==> src/hw/rtl/slrs_pkg.sv <==
// shared types and constants of the shuffled lcg random source
`timescale 1ns / 1ps
`default_nettype none

package slrs_pkg;

    // generator word and modulus
    localparam int unsigned VALUE_W = 31;
    localparam logic [VALUE_W-1:0] MODULUS = 31'h7FFF_FFFF;
    localparam int unsigned MULT = 16807;
    localparam int unsigned MULT_W = 15;

    // generator steps thrown away before the table fill
    localparam int unsigned WARMUP = 8;

    // sequencer states
    typedef enum logic [2:0] {
        ST_IDLE,
        ST_MUL,
        ST_RED,
        ST_DIV,
        ST_READ,
        ST_WRITE
    } t_state;

endpackage

`default_nettype wire

==> src/hw/rtl/shuffled_lcg_random_source.sv <==
// top level: park-miller generator with a shuffle table, sequencer and output register
//
//  channel  | direction | ports                         | content
//  ---------+-----------+-------------------------------+------------------------------
//  s        | in        | i_s_tvalid/o_s_tready         | tuser: func, tdata: seed
//  m        | out       | o_m_tvalid/i_m_tready         | tdata: value
//
// after the item is taken, a draw runs the modular multiply and its fold, the index
// lookup, one table read and one table write; the next item is taken only once the
// block is back in idle, so no new item is taken before the last draw is through.
// a seeding item, or the first item after reset, adds the set-up: 8 warm-up steps
// and one step per table entry, all through the same multiply unit.
// reset is synchronous and needs no clearing pass; the table is filled before use.
// a result waits in the output register; the next item is taken meanwhile, and the
// block holds before its own table write until that register is free.
`timescale 1ns / 1ps
`default_nettype none

module shuffled_lcg_random_source #(
    parameter int unsigned TABLE_SIZE = 32
) (
    input  wire logic           i_clk,
    input  wire logic           i_rst_n,
    input  wire logic           i_s_tvalid,
    output logic                o_s_tready,
    input  wire logic [31:0]    i_s_tdata,   // [30:0] seed, [31] zero
    input  wire logic           i_s_tuser,   // [0] func
    output logic                o_m_tvalid,
    input  wire logic           i_m_tready,
    output logic      [31:0]    o_m_tdata    // [30:0] value, [31] zero
);

    localparam int unsigned VW        = slrs_pkg::VALUE_W;
    localparam int unsigned AW        = $clog2(TABLE_SIZE);
    localparam int unsigned STEPS     = slrs_pkg::WARMUP + TABLE_SIZE;
    localparam int unsigned CNTW      = $clog2(STEPS);

    slrs_pkg::t_state   r_state;
    slrs_pkg::t_state   n_state;

    logic [VW-1:0]      r_gen;
    logic [VW-1:0]      n_gen;
    logic [VW-1:0]      r_last;
    logic [VW-1:0]      n_last;
    logic [CNTW-1:0]    r_cnt;
    logic [CNTW-1:0]    n_cnt;
    logic               r_setup;
    logic               n_setup;
    logic               r_out_valid;
    logic               n_out_valid;
    logic [VW-1:0]      r_out_value;
    logic [VW-1:0]      n_out_value;

    logic               in_take;
    logic               out_free;
    logic [CNTW-1:0]    fill_idx;
    logic               mul_en;
    logic [VW-1:0]      mul_y;
    logic               div_start;
    logic               div_done;
    logic [AW-1:0]      div_quot;
    logic               tbl_we;
    logic [AW-1:0]      tbl_waddr;
    logic [VW-1:0]      tbl_wdata;
    logic               tbl_re;
    logic [AW-1:0]      tbl_raddr;
    logic [VW-1:0]      tbl_rdata;

    assign o_s_tready = (r_state == slrs_pkg::ST_IDLE);
    assign in_take    = i_s_tvalid && o_s_tready;
    assign out_free   = !r_out_valid || i_m_tready;
    assign fill_idx   = r_cnt - CNTW'(slrs_pkg::WARMUP);

    // shared modular multiply unit
    slrs_mod_mul u_mul (
        .i_clk (i_clk),
        .i_en  (mul_en),
        .i_x   (r_gen),
        .o_y   (mul_y)
    );

    // index divider
    slrs_idx_div #(
        .TABLE_SIZE (TABLE_SIZE)
    ) u_div (
        .i_clk      (i_clk),
        .i_rst_n    (i_rst_n),
        .i_start    (div_start),
        .i_dividend (r_last),
        .o_done     (div_done),
        .o_quot     (div_quot)
    );

    // shuffle table
    slrs_table #(
        .DEPTH (TABLE_SIZE)
    ) u_table (
        .i_clk   (i_clk),
        .i_we    (tbl_we),
        .i_waddr (tbl_waddr),
        .i_wdata (tbl_wdata),
        .i_re    (tbl_re),
        .i_raddr (tbl_raddr),
        .o_rdata (tbl_rdata)
    );

    // next state
    always_comb begin
        n_state = r_state;
        case (r_state)
            slrs_pkg::ST_IDLE: begin
                if (in_take) begin
                    n_state = slrs_pkg::ST_MUL;
                end
            end
            slrs_pkg::ST_MUL: begin
                n_state = slrs_pkg::ST_RED;
            end
            slrs_pkg::ST_RED: begin
                if (r_setup) begin
                    n_state = slrs_pkg::ST_MUL;
                end else begin
                    n_state = slrs_pkg::ST_DIV;
                end
            end
            slrs_pkg::ST_DIV: begin
                if (div_done) begin
                    n_state = slrs_pkg::ST_READ;
                end
            end
            slrs_pkg::ST_READ: begin
                n_state = slrs_pkg::ST_WRITE;
            end
            slrs_pkg::ST_WRITE: begin
                if (out_free) begin
                    n_state = slrs_pkg::ST_IDLE;
                end
            end
            default: begin
                n_state = slrs_pkg::ST_IDLE;
            end
        endcase
    end

    // datapath control and next values
    always_comb begin
        n_gen       = r_gen;
        n_last      = r_last;
        n_cnt       = r_cnt;
        n_setup     = r_setup;
        n_out_value = r_out_value;
        n_out_valid = r_out_valid && !i_m_tready;
        mul_en      = 1'b0;
        div_start   = 1'b0;
        tbl_we      = 1'b0;
        tbl_waddr   = AW'(TABLE_SIZE - 1) - fill_idx[AW-1:0];
        tbl_wdata   = mul_y;
        tbl_re      = 1'b0;
        if (AW'(TABLE_SIZE - 1) < div_quot
                || (TABLE_SIZE == (1 << AW) ? 1'b0 : div_quot == AW'(TABLE_SIZE))) begin
            tbl_raddr = AW'(TABLE_SIZE - 1);
        end else begin
            tbl_raddr = div_quot;
        end
        case (r_state)
            slrs_pkg::ST_IDLE: begin
                // reseed, or set up from the current state before the first draw
                if (in_take) begin
                    n_cnt = '0;
                    if (i_s_tuser) begin
                        n_gen   = i_s_tdata[VW-1:0];
                        n_setup = 1'b1;
                    end else begin
                        n_setup = (r_last == '0);
                    end
                end
            end
            slrs_pkg::ST_MUL: begin
                mul_en = 1'b1;
            end
            slrs_pkg::ST_RED: begin
                n_gen = mul_y;
                if (r_setup) begin
                    // fill runs from the last entry down to entry zero
                    if (r_cnt >= CNTW'(slrs_pkg::WARMUP)) begin
                        tbl_we = 1'b1;
                    end
                    if (r_cnt == CNTW'(STEPS - 1)) begin
                        n_last  = mul_y;
                        n_setup = 1'b0;
                    end else begin
                        n_cnt = r_cnt + CNTW'(1);
                    end
                end else begin
                    div_start = 1'b1;
                end
            end
            slrs_pkg::ST_DIV: begin
            end
            slrs_pkg::ST_READ: begin
                tbl_re = 1'b1;
            end
            slrs_pkg::ST_WRITE: begin
                // swap: picked entry goes out, new generator value takes its place
                tbl_waddr = tbl_raddr;
                tbl_wdata = r_gen;
                if (out_free) begin
                    tbl_we      = 1'b1;
                    n_last      = tbl_rdata;
                    n_out_value = tbl_rdata;
                    n_out_valid = 1'b1;
                end
            end
            default: begin
            end
        endcase
    end

    // control registers
    always_ff @(posedge i_clk) begin
        if (!i_rst_n) begin
            r_state     <= slrs_pkg::ST_IDLE;
            r_gen       <= VW'(1);
            r_last      <= '0;
            r_setup     <= 1'b0;
            r_out_valid <= 1'b0;
        end else begin
            r_state     <= n_state;
            r_gen       <= n_gen;
            r_last      <= n_last;
            r_setup     <= n_setup;
            r_out_valid <= n_out_valid;
        end
    end

    // payload registers
    always_ff @(posedge i_clk) begin
        r_cnt       <= n_cnt;
        r_out_value <= n_out_value;
    end

    assign o_m_tvalid = r_out_valid;
    assign o_m_tdata  = {1'b0, r_out_value};

    // drawn values come from a filled table and lie strictly inside the modulus
    a_value_range: assert property (@(posedge i_clk) disable iff (!i_rst_n)
        o_m_tvalid |-> (o_m_tdata[VW-1:0] != '0 && o_m_tdata[VW-1:0] != slrs_pkg::MODULUS))
        else $error("drawn value out of range");

    // set-up never remains pending once the block is back at rest
    a_setup_closed: assert property (@(posedge i_clk) disable iff (!i_rst_n)
        (r_state == slrs_pkg::ST_IDLE) |-> !r_setup)
        else $error("set-up flag left set in idle");

    // the draw index is only formed from a set-up last output
    a_last_filled: assert property (@(posedge i_clk) disable iff (!i_rst_n)
        (r_state == slrs_pkg::ST_DIV) |-> (r_last != '0))
        else $error("index taken from an unfilled last output");

    // the generator has stepped to a legal value before the swap
    a_gen_legal: assert property (@(posedge i_clk) disable iff (!i_rst_n)
        (r_state == slrs_pkg::ST_WRITE) |-> (r_gen != '0 && r_gen != slrs_pkg::MODULUS))
        else $error("generator state illegal at table swap");

endmodule

`default_nettype wire

==> src/hw/rtl/slrs_mod_mul.sv <==
// modular multiply unit: x * 16807 mod (2^31 - 1), product registered, fold after
`timescale 1ns / 1ps
`default_nettype none

module slrs_mod_mul (
    input  wire logic                            i_clk,
    input  wire logic                            i_en,
    input  wire logic [slrs_pkg::VALUE_W-1:0]    i_x,
    output logic      [slrs_pkg::VALUE_W-1:0]    o_y
);

    localparam int unsigned PW = slrs_pkg::VALUE_W + slrs_pkg::MULT_W;
    localparam int unsigned SW = slrs_pkg::VALUE_W + 1;

    logic [PW-1:0]                  r_prod;
    logic [slrs_pkg::VALUE_W-1:0]   legal_x;
    logic [SW-1:0]                  sum;

    // zero and the modulus itself would lock the generator, load one instead
    always_comb begin
        if (i_x == '0 || i_x == slrs_pkg::MODULUS) begin
            legal_x = slrs_pkg::VALUE_W'(1);
        end else begin
            legal_x = i_x;
        end
    end

    // multiply stage
    always_ff @(posedge i_clk) begin
        if (i_en) begin
            r_prod <= PW'(legal_x) * PW'(slrs_pkg::MULT);
        end
    end

    // mersenne fold: high part plus low part, one conditional subtract
    always_comb begin
        sum = SW'(r_prod[PW-1:slrs_pkg::VALUE_W]) + SW'(r_prod[slrs_pkg::VALUE_W-1:0]);
        if (sum >= SW'(slrs_pkg::MODULUS)) begin
            o_y = slrs_pkg::VALUE_W'(sum - SW'(slrs_pkg::MODULUS));
        end else begin
            o_y = slrs_pkg::VALUE_W'(sum);
        end
    end

endmodule

`default_nettype wire

==> src/hw/rtl/slrs_idx_div.sv <==
// table index unit: last output divided by a constant, coarse lookup plus one correction
`timescale 1ns / 1ps
`default_nettype none

module slrs_idx_div #(
    parameter int unsigned TABLE_SIZE = 32
) (
    input  wire logic                            i_clk,
    input  wire logic                            i_rst_n,
    input  wire logic                            i_start,
    input  wire logic [slrs_pkg::VALUE_W-1:0]    i_dividend,
    output logic                                 o_done,
    output logic      [$clog2(TABLE_SIZE)-1:0]   o_quot
);

    localparam int unsigned QW = $clog2(TABLE_SIZE);
    localparam longint unsigned DIVISOR =
        1 + (longint'(slrs_pkg::MODULUS) - 1) / TABLE_SIZE;
    // bits below this shift never move the quotient by more than one
    localparam int unsigned SH = $clog2(DIVISOR + 1) - 1;
    localparam int unsigned TW = slrs_pkg::VALUE_W - SH;
    localparam int unsigned NT = 1 << TW;
    localparam int unsigned LW = slrs_pkg::VALUE_W + 1;

    logic [QW-1:0]  lut_q0  [NT];
    logic [LW-1:0]  lut_lim [NT];
    logic [TW-1:0]  top_bits;
    logic [QW-1:0]  q0;
    logic           bump;
    logic           r_busy;
    logic [QW-1:0]  r_quot;
    logic [QW-1:0]  n_quot;

    // constant tables: coarse quotient of each top-bit value and the next boundary
    for (genvar k = 0; k < NT; k++) begin : g_lut
        localparam longint unsigned Q0 = (longint'(k) << SH) / DIVISOR;
        assign lut_q0[k]  = QW'(Q0);
        assign lut_lim[k] = LW'((Q0 + 1) * DIVISOR);
    end

    // coarse quotient, raised by one when the dividend reaches the next boundary
    assign top_bits = i_dividend[slrs_pkg::VALUE_W-1:SH];
    assign q0       = lut_q0[top_bits];
    assign bump     = LW'(i_dividend) >= lut_lim[top_bits];
    assign n_quot   = q0 + QW'(bump);

    // control state
    always_ff @(posedge i_clk) begin
        if (!i_rst_n) begin
            r_busy <= 1'b0;
        end else begin
            r_busy <= i_start;
        end
    end

    // quotient register
    always_ff @(posedge i_clk) begin
        if (i_start) begin
            r_quot <= n_quot;
        end
    end

    // done and quotient are valid in the cycle after start
    assign o_done = r_busy;
    assign o_quot = r_quot;

endmodule

`default_nettype wire

==> src/hw/rtl/slrs_table.sv <==
// shuffle table memory, one write port and one registered read port
`timescale 1ns / 1ps
`default_nettype none

module slrs_table #(
    parameter int unsigned DEPTH = 32
) (
    input  wire logic                            i_clk,
    input  wire logic                            i_we,
    input  wire logic [$clog2(DEPTH)-1:0]        i_waddr,
    input  wire logic [slrs_pkg::VALUE_W-1:0]    i_wdata,
    input  wire logic                            i_re,
    input  wire logic [$clog2(DEPTH)-1:0]        i_raddr,
    output logic      [slrs_pkg::VALUE_W-1:0]    o_rdata
);

    logic [slrs_pkg::VALUE_W-1:0] r_mem [DEPTH];
    logic [slrs_pkg::VALUE_W-1:0] r_rdata;

    // write port
    always_ff @(posedge i_clk) begin
        if (i_we) begin
            r_mem[i_waddr] <= i_wdata;
        end
    end

    // registered read port
    always_ff @(posedge i_clk) begin
        if (i_re) begin
            r_rdata <= r_mem[i_raddr];
        end
    end

    assign o_rdata = r_rdata;

endmodule

`default_nettype wire

==> config.mk <==
export PLATFORM = sky130hd
export DESIGN_NAME = shuffled_lcg_random_source
export DESIGN_NICKNAME = d
export VERILOG_FILES = /design/src/hw/rtl/slrs_pkg.sv /design/src/hw/rtl/shuffled_lcg_random_source.sv /design/src/hw/rtl/slrs_mod_mul.sv /design/src/hw/rtl/slrs_idx_div.sv /design/src/hw/rtl/slrs_table.sv
export SDC_FILE = /design/constraint.sdc
export NUM_CORES = 2
export LEC_CHECK = 0
export BUFFER_PORTS_ARGS = -buffer_cell sky130_fd_sc_hd__buf_2
export CORE_MARGIN = 5
export CORE_UTILIZATION = 40
export DETAILED_ROUTE_END_ITERATION = 16
export GPL_TIMING_DRIVEN = 0
export MAX_ROUTING_LAYER = met4
export PLACE_DENSITY = 0.62
export SLEW_MARGIN = 30
export SYNTH_ARGS = -nofsm -noshare
export SYNTH_HDL_FRONTEND = slang
export SYNTH_SLANG_ARGS = --single-unit
==> constraint.sdc <==
create_clock -name i_clk -period 14.3 [get_ports i_clk]
set_input_delay 2.86 -clock i_clk [delete_from_list [all_inputs] [get_ports i_clk]]
set_output_delay 2.86 -clock i_clk [all_outputs]
set_load 0.05 [all_outputs]
==> impl_metrics.json <==
{
  "resized_after_cts": 0,
  "gr-total-overflow": 0,
  "synth.yosys.warnings": 0,
  "post-place-cells": 5325,
  "arrival_time_reported_for_the_critical_path_endpoint_ps": 9300,
  "layout_commonest_cell": "sky130_fd_sc_hd__edfxtp_1",
  "cts_sinks": 1179,
  "die_w_um": 382,
  "vias_in_the_first_global_route": 31700,
  "initial_core_util_pct": 40.2,
  "layout_common_cells": "1111 x sky130_fd_sc_hd__edfxtp_1, 310 x sky130_fd_sc_hd__mux4_2, 306 x sky130_fd_sc_hd__inv_1, 214 x sky130_fd_sc_hd__ha_1, 164 x sky130_fd_sc_hd__nand2_1",
  "number_of_buffers_created_by_cts": 114,
  "root_buffer_selected_by_cts": "sky130_fd_sc_hd__clkbuf_16",
  "max_slew_violation_count": 0,
  "core_outline_area_um2": 137000,
  "place.gp.congestion": 0.933,
  "setup_tns_ps": 0,
  "crit_path_max_fanout": 10,
  "cell_area_after_synthesis_um2": 55300,
  "timing.hold.worst.class": "flop to flop",
  "timing.final.hold_violations": 0,
  "clockBufferDepth": 3,
  "worst_ep_required_time_ps": 14690,
  "synth_top_area_share_pct": 60.4,
  "worstSetupStartpointType": "flop",
  "utilization_pct": 46.9,
  "detailedPlace.worstSlack_ps": 5660,
  "synth_seq_area_share_pct": 62.8,
  "fp-row-count": 136,
  "drcViolationCount": 0,
  "setup.worst_path.class": "flop to flop",
  "end_kind": "flop",
  "final_layout_size_suffix_gt1_share_pct": 21.5,
  "switching_share_pct": 36.7,
  "synth_enable_flop_cells": 1111,
  "cts_tree": "built",
  "status": "finished clean",
  "post-route-worst-setup-slack_ps": 5390,
  "place.detailed.hpwl_um": 116000,
  "vdd.ir_drop.worst_v": 0.000148,
  "ff2ff_setup_slack_ps": 5390,
  "detail_route.wl_per_cell_um": 28.5,
  "routed_wl_um": 158000,
  "clock_latency_at_the_later_pin_of_the_worst_skew_pair_ps": 760,
  "fmaxAchievable_mhz": 112,
  "detailed_place.area_um2": 60500,
  "first_pass_grt_wire_length_um": 227000,
  "static_power_due_to_leakage_nw": 22.9,
  "syn-instance-count": 3372,
  "post-cts-setup-buffers": 0,
  "worst_clock_skew_ps": 66.7,
  "initial_drt_markers": 3633,
  "cts_max_level": 3,
  "globalRouteTotalUtil_pct": 22.1,
  "drt_pass_1_iters": 5,
  "p_clk_share_pct": 23.4,
  "port_buffers": 68,
  "dieHeight_um": 382,
  "switching_power_mw": 4.90,
  "synthesis.area_per_instance_um2": 16.4,
  "routed-via-count": 32100,
  "drt-vias-per-instance": 5.79,
  "hold-worst-slack_ps": 459,
  "grt_start_max_net_pins": 33,
  "pwr_density_cell_nw_per_um2": 207,
  "postSynth.asyncResetShare_pct": 0,
  "design.final.nets": 4031,
  "p_int_mw": 8.44,
  "max_slew_margin_pct": 29.3,
  "library_cell_with_the_largest_summed_area_after_synthesis": "sky130_fd_sc_hd__edfxtp_1",
  "die_area_um2": 146000,
  "sequential_cell_fraction_of_total_power_pct": 37.7,
  "postSynth.topFlopCell": "sky130_fd_sc_hd__edfxtp_1",
  "postCtsHoldBufs": 0,
  "synth.area.top_cells": "sky130_fd_sc_hd__edfxtp_1 60%, sky130_fd_sc_hd__mux4_2 13%, sky130_fd_sc_hd__ha_1 4.8%",
  "finalNonFillerCells": 5543,
  "io-pin-count": 71,
  "yosysUniqueCellTypes": 86,
  "setup_repair_after_global_routing_missed_its_margin": "false",
  "flop_and_latch_count_out_of_synthesis": 1179,
  "setup-violations-final": 0,
  "tightestPinTransition_ps": 1050,
  "worst_setup_hold_path_clk_slew_ps": 60,
  "fin_total_pwr_mw": 13.3,
  "synthToLayoutAreaGrowth_pct": 16.6,
  "min_period_ps": 8910,
  "final_min_period_over_clock_period_pct": 62.3,
  "synth_nets": 3756,
  "nFillCells": 11500,
  "grt_antenna_before_repair": 7,
  "detail-route-antenna-nets": 0,
  "pwr-share-comb_pct": 38.9,
  "finalInstanceArea_um2": 64400,
  "drv.max_cap_violation_count": 0
}
## logic make-up (layout without fill, tap and decap cells)
kind of cell    after synthesis  after routing  share of synthesized area (%)
compound gates              417            417                           4.86
xor+xnor                     70             70                           1.11
fa+ha+maj                   347            347                           9.66
buf+inv                     455            826                           3.14
flops                      1179           1179                           62.8
mux                         353            353                           13.5
other cells                   1              7                        0.00679
simple gates                550            550                           4.91
## area by class of cell
cell class	instances	area, um^2	share of cell area, %
Clock buffer	144	3020	4.68
Buffer	149	633	0.983
Antenna cell	6	15.0	0.0233
Multi-Input combinational cell	1738	19200	29.9
Clock inverter	68	871	1.35
Timing Repair Buffer	159	2520	3.91
Tap cell	1794	2240	3.48
Sequential cell	1179	34700	53.9
Inverter	306	1150	1.78
## cells in the mapped netlist, types with 12 or more instances
library cell and number:
sky130_fd_sc_hd__edfxtp_1 1111, sky130_fd_sc_hd__mux4_2 310, sky130_fd_sc_hd__inv_1 306, sky130_fd_sc_hd__ha_1 214, sky130_fd_sc_hd__nand2_1 175, sky130_fd_sc_hd__fa_1 133, sky130_fd_sc_hd__nor2_1 119, sky130_fd_sc_hd__clkbuf_1 111
sky130_fd_sc_hd__a21oi_1 109, sky130_fd_sc_hd__o21ai_0 83, sky130_fd_sc_hd__dfxtp_1 68, sky130_fd_sc_hd__nand3_1 49, sky130_fd_sc_hd__xnor2_1 43, sky130_fd_sc_hd__nand4_1 35, sky130_fd_sc_hd__a21o_1 32, sky130_fd_sc_hd__mux2_2 31
sky130_fd_sc_hd__nor3_1 28, sky130_fd_sc_hd__o211ai_1 28, sky130_fd_sc_hd__o21ai_1 28, sky130_fd_sc_hd__xor2_1 27, sky130_fd_sc_hd__buf_1 25, sky130_fd_sc_hd__and3_1 23, sky130_fd_sc_hd__nor4_1 20, sky130_fd_sc_hd__a22oi_1 19
sky130_fd_sc_hd__and2_1 16, sky130_fd_sc_hd__nand2b_1 15, sky130_fd_sc_hd__o21a_1 13, sky130_fd_sc_hd__a31oi_1 12
## registers in the layout, summed over array words and instances (netlist names), 3 cells and up
register,cells
u_table.o_rdata,31
r_gen,31
r_cnt,6
u_mul.r_prod,46
r_out_value,31
r_state,3
r_last,31
u_div.o_quot,5
u_table.r_mem,992
## critical path, stage by stage (launching register included)
cell and delay, ps:
sky130_fd_sc_hd__dfxtp_1 740, sky130_fd_sc_hd__nor4_1 160, sky130_fd_sc_hd__nand4_1 130, sky130_fd_sc_hd__nor2_1 50
sky130_fd_sc_hd__a21oi_1 540, sky130_fd_sc_hd__clkbuf_1 480, sky130_fd_sc_hd__nand2_1 330, sky130_fd_sc_hd__fa_1 580
sky130_fd_sc_hd__inv_1 40, sky130_fd_sc_hd__ha_1 310, sky130_fd_sc_hd__fa_1 510, sky130_fd_sc_hd__inv_1 50
sky130_fd_sc_hd__fa_1 530, sky130_fd_sc_hd__inv_1 60, sky130_fd_sc_hd__fa_1 470, sky130_fd_sc_hd__inv_1 60
sky130_fd_sc_hd__fa_1 470, sky130_fd_sc_hd__inv_1 40, sky130_fd_sc_hd__ha_1 360, sky130_fd_sc_hd__inv_1 100
sky130_fd_sc_hd__o221ai_1 210, sky130_fd_sc_hd__a21oi_1 130, sky130_fd_sc_hd__o41ai_1 530, sky130_fd_sc_hd__nand2_1 180
sky130_fd_sc_hd__o32ai_1 620, sky130_fd_sc_hd__o21a_1 190, sky130_fd_sc_hd__nor2_1 50, sky130_fd_sc_hd__xnor2_1 650
## power groups by stage
stage               Combinational [mW]  Sequential, mW  Clock [mW]
finish                            5.19            5.03        3.12
global route                      5.72            5.04        3.32
CTS                               5.18            5.03        3.16
global placement                  4.73            5.17           0
detailed placement                5.13            5.10           0
floorplan                         3.21            5.06           0
## per-layer routing
layer / track usage, % / share of wire, % / up-vias
li1: - / - / 13600
met1: 30.0 / 41 / 16700
met2: 33.5 / 46 / 1509
met3: 5.46 / 9.6 / 258
met4: 6.36 / 3.0 / 0
met5: - / 0 / -
## path summary, 6_finish.rpt
| path | endpoint | from | cells past startpoint |
|---|---|---|---|
| worst min-delay path | r_last[9] | r_last[9] | 2 |
| worst min register to register | r_last[9] | r_last[9] | 2 |
| worst max register to register | u_mul.r_prod[33] | r_gen[6] | 27 |
| worst max-delay path | u_mul.r_prod[33] | r_gen[6] | 27 |
(Power assumes the default switching activity.)
